--- config.mk ---
export PLATFORM = sky130hd
export DESIGN_NAME = bitmap_range_set_clear
export DESIGN_NICKNAME = d
export VERILOG_FILES = /design/src/rtl/core/bmrsc_pkg.sv /design/src/rtl/core/bitmap_range_set_clear.sv /design/src/rtl/core/bmrsc_ctrl.sv /design/src/rtl/core/bmrsc_dp.sv
export SDC_FILE = /design/constraint.sdc
export NUM_CORES = 2
export LEC_CHECK = 0
export ABC_AREA = 1
export BUFFER_PORTS_ARGS = -buffer_cell sky130_fd_sc_hd__buf_2
export CELL_PAD_IN_SITES_DETAIL_PLACEMENT = 0
export CELL_PAD_IN_SITES_GLOBAL_PLACEMENT = 2
export CORE_MARGIN = 2
export CORE_UTILIZATION = 29
export CTS_BUF_LIST = sky130_fd_sc_hd__clkbuf_4
export DETAILED_ROUTE_END_ITERATION = 12
export HOLD_SLACK_MARGIN = 0.03
export PLACE_DENSITY = 0.52
export SYNTH_ARGS = -nofsm -noshare
export SYNTH_HDL_FRONTEND = slang
export SYNTH_HIERARCHICAL = 1
export SYNTH_SLANG_ARGS = --single-unit
--- constraint.sdc ---
create_clock -name clk -period 29.9 [get_ports clk]
set_clock_uncertainty 0.05 [all_clocks]
set_input_delay 7.475 -clock clk [delete_from_list [all_inputs] [get_ports clk]]
set_output_delay 7.475 -clock clk [all_outputs]
set_load 0.05 [all_outputs]
--- src/rtl/core/bmrsc_pkg.sv ---
// ----------------------------------------------------------------------------
// bmrsc_pkg
// Shared widths and the command and status types that join the controller
// and the datapath of the bitmap run set/clear block.
// ----------------------------------------------------------------------------
`default_nettype none

package bmrsc_pkg;

  localparam int START_W     = 12;
  localparam int COUNT_W     = 13;
  localparam int IDX_W       = 6;
  localparam int VAL_W       = 64;
  localparam int IN_TDATA_W  = 32;
  localparam int OUT_TDATA_W = 72;

  localparam int DEF_MAP_WORDS = 64;
  localparam int DEF_WORD_BITS = 64;

  // operation carried in the input tuser bit
  localparam logic MODE_SET   = 1'b0;
  localparam logic MODE_CLEAR = 1'b1;

  typedef struct packed {
    logic clr;   // write zero to the next word of the clearing pass
    logic load;  // take a new item
    logic step;  // split the start bit into word and offset
    logic rd;    // read the current word
    logic wr;    // modify, write back and present the current word
  } bmrsc_cmd_t;

  typedef struct packed {
    logic clr_done;   // clearing pass writes its final word this cycle
    logic none;       // the item touches no word
    logic word_last;  // current word is the last of the run
    logic out_free;   // output register can take a word
  } bmrsc_sts_t;

endpackage

`default_nettype wire

--- src/rtl/core/bitmap_range_set_clear.sv ---
// ----------------------------------------------------------------------------
// bitmap_range_set_clear
// Bitmap of MAP_WORDS words of WORD_BITS bits; each item sets or clears a run
// of bits and the block streams out every word the run touched.
//
// Input channel in_*: one item per request, mode in in_tuser, start bit and
// bit count in in_tdata. Output channel out_*: one item per word touched, in
// ascending word order, out_tlast on the final word. A zero count, or a start
// past the map, gives no output item; a run past the map end is clipped.
// Sequence: an item is accepted, the start bit is split into word and offset,
// then each word touched gets a memory read, then a modify and write back
// through the single memory port. The first word is valid in the output
// register after the first write-back; a rejected item goes back to idle
// from the split state, with no read or write.
// After reset a clearing pass writes zero to every memory word,
// with in_tready low. The output register holds a word until it is taken;
// while the receiver stalls the run pauses at its next write-back, and a new
// item is accepted while the final word still waits.
// ----------------------------------------------------------------------------
`default_nettype none

module bitmap_range_set_clear
  import bmrsc_pkg::*;
#(
  parameter int MAP_WORDS = DEF_MAP_WORDS,
  parameter int WORD_BITS = DEF_WORD_BITS
) (
  input  wire logic                   clk,
  input  wire logic                   rst_n,
  input  wire logic                   in_tvalid,
  output logic                        in_tready,
  input  wire logic [IN_TDATA_W-1:0]  in_tdata,   // start_bit[11:0], bit_count[24:12]
  input  wire logic                   in_tuser,   // mode
  output logic                        out_tvalid,
  input  wire logic                   out_tready,
  output logic [OUT_TDATA_W-1:0]      out_tdata,  // word_index[5:0], word_value[69:6]
  output logic                        out_tlast
);

  bmrsc_cmd_t        cmd;
  bmrsc_sts_t        sts;
  logic [IDX_W-1:0]  out_index;
  logic [VAL_W-1:0]  out_value;

  bmrsc_ctrl u_ctrl (
    .clk       (clk),
    .rst_n     (rst_n),
    .in_tvalid (in_tvalid),
    .in_tready (in_tready),
    .sts       (sts),
    .cmd       (cmd)
  );

  bmrsc_dp #(
    .MAP_WORDS (MAP_WORDS),
    .WORD_BITS (WORD_BITS)
  ) u_dp (
    .clk        (clk),
    .rst_n      (rst_n),
    .cmd        (cmd),
    .sts        (sts),
    .in_mode    (in_tuser),
    .in_start   (in_tdata[START_W-1:0]),
    .in_count   (in_tdata[START_W+COUNT_W-1:START_W]),
    .out_tvalid (out_tvalid),
    .out_tready (out_tready),
    .out_index  (out_index),
    .out_value  (out_value),
    .out_last   (out_tlast)
  );

  assign out_tdata = OUT_TDATA_W'({out_value, out_index});

endmodule

`default_nettype wire

--- src/rtl/core/bmrsc_ctrl.sv ---
// ----------------------------------------------------------------------------
// bmrsc_ctrl
// Sequencer: clearing pass after reset, division of the start bit into word
// and offset, then one read and one write-back per word of the run.
// ----------------------------------------------------------------------------
`default_nettype none

module bmrsc_ctrl
  import bmrsc_pkg::*;
(
  input  wire logic       clk,
  input  wire logic       rst_n,
  input  wire logic       in_tvalid,
  output logic            in_tready,
  input  wire bmrsc_sts_t sts,
  output bmrsc_cmd_t      cmd
);

  localparam logic [2:0] S_CLR  = 3'd0;
  localparam logic [2:0] S_IDLE = 3'd1;
  localparam logic [2:0] S_DIV  = 3'd2;
  localparam logic [2:0] S_RD   = 3'd3;
  localparam logic [2:0] S_WR   = 3'd4;

  logic [2:0] state_r;
  logic [2:0] state_nxt;

  always_ff @(posedge clk) begin
    if (!rst_n) begin
      state_r <= S_CLR;
    end else begin
      state_r <= state_nxt;
    end
  end

  assign in_tready = (state_r == S_IDLE);

  always_comb begin
    cmd       = '0;
    state_nxt = state_r;
    unique case (state_r)
      S_CLR: begin
        cmd.clr = 1'b1;
        if (sts.clr_done) state_nxt = S_IDLE;
      end
      S_IDLE: begin
        if (in_tvalid) begin
          cmd.load  = 1'b1;
          state_nxt = S_DIV;
        end
      end
      S_DIV: begin
        if (sts.none) begin
          state_nxt = S_IDLE;
        end else begin
          cmd.step  = 1'b1;
          state_nxt = S_RD;
        end
      end
      S_RD: begin
        cmd.rd    = 1'b1;
        state_nxt = S_WR;
      end
      S_WR: begin
        if (sts.out_free) begin
          cmd.wr    = 1'b1;
          state_nxt = sts.word_last ? S_IDLE : S_RD;
        end
      end
      default: state_nxt = S_IDLE;
    endcase
  end

  a_wr_needs_room: assert property (@(posedge clk) disable iff (!rst_n)
    cmd.wr |-> sts.out_free)
    else $error("word written while output register is full");

  a_last_word_ends: assert property (@(posedge clk) disable iff (!rst_n)
    cmd.wr && sts.word_last |=> in_tready)
    else $error("not ready for a new item after the last word");

  a_clear_ends: assert property (@(posedge clk) disable iff (!rst_n)
    cmd.clr && sts.clr_done |=> in_tready && !cmd.clr)
    else $error("clearing pass did not end");

  a_no_ready_in_run: assert property (@(posedge clk) disable iff (!rst_n)
    cmd.rd |=> !in_tready)
    else $error("ready while a word is being modified");

endmodule

`default_nettype wire

--- src/rtl/core/bmrsc_dp.sv ---
// ----------------------------------------------------------------------------
// bmrsc_dp
// Datapath: bitmap memory, clear counter, reciprocal split of the start bit
// into word and offset, run mask generation and the output register.
// ----------------------------------------------------------------------------
`default_nettype none

module bmrsc_dp
  import bmrsc_pkg::*;
#(
  parameter int MAP_WORDS = DEF_MAP_WORDS,
  parameter int WORD_BITS = DEF_WORD_BITS
) (
  input  wire logic               clk,
  input  wire logic               rst_n,
  input  wire bmrsc_cmd_t         cmd,
  output bmrsc_sts_t              sts,
  input  wire logic               in_mode,
  input  wire logic [START_W-1:0] in_start,
  input  wire logic [COUNT_W-1:0] in_count,
  output logic                    out_tvalid,
  input  wire logic               out_tready,
  output logic [IDX_W-1:0]        out_index,
  output logic [VAL_W-1:0]        out_value,
  output logic                    out_last
);

  localparam int AW         = (MAP_WORDS > 1) ? $clog2(MAP_WORDS) : 1;
  localparam int CW         = $clog2(MAP_WORDS + 1);
  localparam int LW         = $clog2(WORD_BITS);
  localparam int TOTAL_BITS = MAP_WORDS * WORD_BITS;
  localparam int TW_RAW     = $clog2(TOTAL_BITS + 1);
  localparam int TW         = (TW_RAW > COUNT_W) ? TW_RAW : COUNT_W;

  // reciprocal of the word width, exact for every start bit
  localparam int RK = START_W + LW;
  localparam int RM = (2 ** RK + WORD_BITS - 1) / WORD_BITS;
  localparam int MW = START_W + 2;
  localparam int PW = START_W + MW;

  localparam logic [TW-1:0] TOTAL_T   = TW'(TOTAL_BITS);
  localparam logic [LW:0]   WB_L      = (LW + 1)'(WORD_BITS);
  localparam logic [CW-1:0] CLR_LAST  = CW'(MAP_WORDS - 1);
  localparam logic [MW-1:0] RECIP     = MW'(RM);

  logic [WORD_BITS-1:0] mem [MAP_WORDS];

  logic [CW-1:0]        clr_addr_r;
  logic                 out_valid_r;
  logic                 mode_r;
  logic                 none_r;
  logic [START_W-1:0]   word_r;      // start bit, then word counter
  logic [LW-1:0]        rem_r;       // offset of the run in the current word
  logic [COUNT_W-1:0]   cnt_r;       // bits of the run still to do
  logic [WORD_BITS-1:0] rd_data_r;
  logic [IDX_W-1:0]     out_index_r;
  logic [WORD_BITS-1:0] out_value_r;
  logic                 out_last_r;

  // load-time clip against the map end
  logic [TW-1:0]      start_ext;
  logic [TW-1:0]      avail;
  logic [COUNT_W-1:0] clip_count;
  logic               load_none;

  assign start_ext  = TW'(in_start);
  assign avail      = TOTAL_T - start_ext;
  assign load_none  = (in_count == '0) || (start_ext >= TOTAL_T);
  assign clip_count = (TW'(in_count) < avail) ? in_count : avail[COUNT_W-1:0];

  // word and offset of the start bit
  logic [PW-1:0]      prod;
  logic [START_W-1:0] quo;
  logic [START_W-1:0] quo_wb;
  logic [START_W-1:0] rem_full;

  assign prod     = PW'(word_r) * PW'(RECIP);
  assign quo      = START_W'(prod >> RK);
  assign quo_wb   = quo * START_W'(WORD_BITS);
  assign rem_full = word_r - quo_wb;

  // word modify
  logic [LW:0]          room;
  logic                 is_last;
  logic [LW:0]          take;
  logic [LW:0]          shr;
  logic [WORD_BITS-1:0] mask;
  logic [WORD_BITS-1:0] new_value;

  assign room      = WB_L - (LW + 1)'(rem_r);
  assign is_last   = (cnt_r <= COUNT_W'(room));
  assign take      = is_last ? cnt_r[LW:0] : room;
  assign shr       = WB_L - take;
  assign mask      = ({WORD_BITS{1'b1}} >> shr) << rem_r;
  assign new_value = (mode_r == MODE_CLEAR) ? (rd_data_r & ~mask) : (rd_data_r | mask);

  always_ff @(posedge clk) begin
    if (cmd.clr) begin
      mem[clr_addr_r[AW-1:0]] <= '0;
    end else if (cmd.wr) begin
      mem[word_r[AW-1:0]] <= new_value;
    end
    if (cmd.rd) begin
      rd_data_r <= mem[word_r[AW-1:0]];
    end
  end

  always_ff @(posedge clk) begin
    if (!rst_n) begin
      clr_addr_r  <= '0;
      out_valid_r <= 1'b0;
    end else begin
      if (cmd.clr) clr_addr_r <= clr_addr_r + CW'(1);
      if (cmd.wr) begin
        out_valid_r <= 1'b1;
      end else if (out_tready) begin
        out_valid_r <= 1'b0;
      end
    end
  end

  always_ff @(posedge clk) begin
    if (cmd.load) begin
      mode_r    <= in_mode;
      none_r    <= load_none;
      word_r    <= in_start;
      rem_r     <= '0;
      cnt_r     <= clip_count;
    end else if (cmd.step) begin
      word_r    <= quo;
      rem_r     <= rem_full[LW-1:0];
    end else if (cmd.wr) begin
      word_r    <= word_r + START_W'(1);
      rem_r     <= '0;
      cnt_r     <= cnt_r - COUNT_W'(take);
    end
    if (cmd.wr) begin
      out_index_r <= word_r[IDX_W-1:0];
      out_value_r <= new_value;
      out_last_r  <= is_last;
    end
  end

  assign sts.clr_done  = (clr_addr_r == CLR_LAST);
  assign sts.none      = none_r;
  assign sts.word_last = is_last;
  assign sts.out_free  = !out_valid_r || out_tready;

  assign out_tvalid = out_valid_r;
  assign out_index  = out_index_r;
  assign out_value  = VAL_W'(out_value_r);
  assign out_last   = out_last_r;

endmodule

`default_nettype wire
==> results_dict.tcl <==
set metrics [dict create \
    routed_wl_um 699000 \
    pin_count 112 \
    wl_met2_um 326000 \
    p_total_mw 16.3 \
    worstSetupEndpointType "flip-flop" \
    cts_sinks 4275 \
    cts-buffers-inserted 1272 \
    synth_edf_count 4258 \
    ff2ff_path_depth 30 \
    routedWlPerCell_um 30.5 \
    final_cell_mix "edfxtp_1 (4,258), nor2_1 (2,108), o21ai_0 (2,095)" \
    rr_endpoint "u_dp/mem[46][38]" \
    gp_congestion 0.803 \
    drtAntennaViolNets 0 \
    antenna_found_initial 51 \
    chipHeight_um 777 \
    cts-root-buf "clkbuf_4" \
    final-max-slew-violation-count 0 \
    ctsHoldBuffers 0 \
    tightest_slew_ns 1.39 \
    syn_area_um2 173000 \
    finalNonFillerCells 23000 \
    wl_met1_um 312000 \
    whs_ns 0.467 \
    cts_tree "built" \
    reg2reg_from "u_dp/rem_r[1]" \
    avgSynthCellArea_um2 12.8 \
    grt_overflow 0 \
    clk_pin_slew_ns 0.06 \
    std_cell_rows 283 \
    grt_pass1_vias 119000 \
    initial_core_util_pct 29.1 \
    grt_use_total_pct 22.6 \
    ys_warn_count 6 \
    cellPowerDensity_nw_per_um2 81.9 \
    rsz0062_at_grt "no" \
    finalSetupViolations 0 \
    leakage_nw 71.5 \
    synth_cell_types 58 \
    fin_setup_tns_ns 0 \
    postCtsSetupRepairBufs 0 \
    crit_chain "buf_2 > inv_1 > nand2_1 > inv_1 > nor3_2 > buf_4 > nand2_4 > o21ai_0 > inv_1 > nor2_1 > nand2_1 > nor2_4 > buf_4 > buf_4" \
    hold_viol 0 \
    syn2layout_area_growth_pct 14.8 \
    slowest_stage "o21ai_0" \
    post-place-cells 20800 \
    critPathRequiredTime_ns 31.24 \
    firstDrtPassIters 6 \
    min_period_over_period_pct 40.1 \
    grt_pass1_wl_um 955000 \
    grt_max_degree 171 \
    cp_data_arrival_time_ns 13.33 \
    asyncSetResetFlopFracSynth_pct 0 \
    synth_cells 13500 \
    num_vias 123000 \
    final_nets 14400 \
    fmax_mhz 83.4 \
    crit_type "input port to flip-flop" \
    clk-insertion-delay-late_ns 1.89 \
    slew_headroom_pct 7.34 \
    outcome "completed" \
    nFillCells 58700 \
    synth_flop_cell "edfxtp_1" \
    hold_start "u_dp/clr_addr_r[5]" \
    cts_resized 0 \
    synth_seq_area_share_pct 74.0 \
    fin_crit_ns 11.99 \
    dr_wl_met3_um 44100 \
    max-cap-violations 0 \
    ir_drop_v 0.0000856 \
    final_common_cell "edfxtp_1" \
    crit_path_start_kind "input port" \
    hpwl_um 377000 \
    core_um2 595000 \
    portBuffers 102 \
    cts_buffer_depth 5 \
    holdPathEnd "u_dp/clr_addr_r[5]" \
    min_delay_path_depth 2 \
    critPathMaxFanout 30 \
    htree_levels 7 \
    synth_seq_cells 4275 \
    worst-path-buf-inv 7 \
    route.detailed.drc 0 \
    slowest_delay_ns 1.03 \
    cp_top_family "simple AND/OR/NAND/NOR gates" \
    final_util_pct 33.4 \
    rrSetupSlack_ns 20.63 \
    hold_path.class "flip-flop to flip-flop" \
    die_area_um2 603000 \
    layout-drive-gt1-share_pct 17.3 \
    detail_route.vias_per_cell 5.35 \
    drt_iter0_drc 11800 \
    die_x_um 777 \
    dr.max_layer_used "met5" \
]
## worst min-delay path, delay by kind of cell (launching register included)
family | cells | cell delay [ns]
flops | 1 | 0.31
compound gates | 1 | 0.11
simple gates | 1 | 0.05
## stage by stage
| stage | area, um^2 | setup slack [ns] |
|---|---|---|
| after detailed placement | 184000 | 16.04 |
| after floorplan | 173000 | 8.99 |
| after CTS | 199000 | 18.08 |
| after global placement | 184000 | 16.09 |
| final | 199000 | 17.91 |
| after global routing | 199000 | 17.86 |
## cell families (layout without fill, tap and decap cells)
kind of cell	count (synthesis)	after routing	synth area share [%]
xor gates and xnor gates	17	17	0.0903
and+or+nand+nor	4380	4380	10.6
DFF	4275	4275	74.0
buffers and inverters	1218	2748	2.77
AOI/OAI and AO/OA	3612	3612	12.2
adders and majority gates	33	33	0.238
other	1	53	0.00217
## power by group
group	internal (mW)	total, mW	switching (mW)
Combinational	0.960	4.27	3.31
Sequential	6.69	6.75	0.0589
Clock	2.78	5.26	2.48
## metal layers
metal  vias up  global-route usage, %
li1      53200                      -
met1     63900                   31.0
met2      4695                   36.2
met3       949                   4.79
met4         8                   6.75
met5         -                      0
## layout make-up
| type | instances | area [um^2] | share of cell area [%] |
|---|---|---|---|
| Tap cell | 7837 | 9810 | 4.93 |
| Clock inverter | 255 | 1140 | 0.575 |
| Clock buffer | 1798 | 13500 | 6.79 |
| Multi-Input combinational cell | 8044 | 41200 | 20.7 |
| Sequential cell | 4275 | 128000 | 64.5 |
| Timing Repair Buffer | 487 | 3990 | 2.01 |
| Antenna cell | 51 | 128 | 0.0642 |
| Inverter | 208 | 837 | 0.421 |
## worst max path at each step
| stage | from | to | depth (start not counted) |
|---|---|---|---|
| 5_1_grt | out_tready | u_dp/mem[42][46] | 14 |
| 2_1_floorplan | out_tready | u_dp/mem[48][0] | 9 |
| 4_1_cts | out_tready | u_dp/mem[42][46] | 14 |
| 6_report | out_tready | u_dp/mem[42][46] | 14 |
| 3_5_place_dp | out_tready | u_dp/mem[42][13] | 14 |
| 3_3_place_gp | out_tready | u_dp/mem[43][13] | 14 |
## registers in the layout, summed over array words and instances, names as in the netlist, 3 cells and up
register and cells:
u_dp/out_value 64, u_dp/rd_data_r 64, u_dp/out_index 6, u_dp/cnt_r 13, u_dp/word_r 12, u_ctrl/state_r 3, u_dp/rem_r 6, u_dp/clr_addr_r 7
u_dp/mem 4096
## cell usage after synthesis (all sizes together), types with 2 or more instances
library cell	number	area share (%)
nand4	75	0.28
o211ai	94	0.41
a31oi	89	0.32
nor4	10	0.036
o31ai	2	0.0087
buf	139	0.43
xnor2	3	0.015
ha	33	0.24
o21a	2	0.0087
inv	206	0.45
nor3	17	0.052
a221oi	5	0.025
o22ai	610	2.2
o21ai	2130	6.2
and3	2	0.0072
a32o	19	0.11
a22oi	5	0.022
dfxtp	17	0.20
nor2	2236	4.9
a21oi	191	0.55
a221o	31	0.18
xor2	14	0.075
clkinv	2	0.0051
nand2	1009	2.3
and2b	2	0.0087
nand3	1014	3.0
o311a	4	0.023
nand3b	6	0.026
edfxtp	4258	74
clkbuf	871	1.9
nor2b	5	0.018
o221ai	421	2.1
or2	2	0.0072
o32ai	6	0.030
No activity file was read; power rests on OpenSTA's default activity.
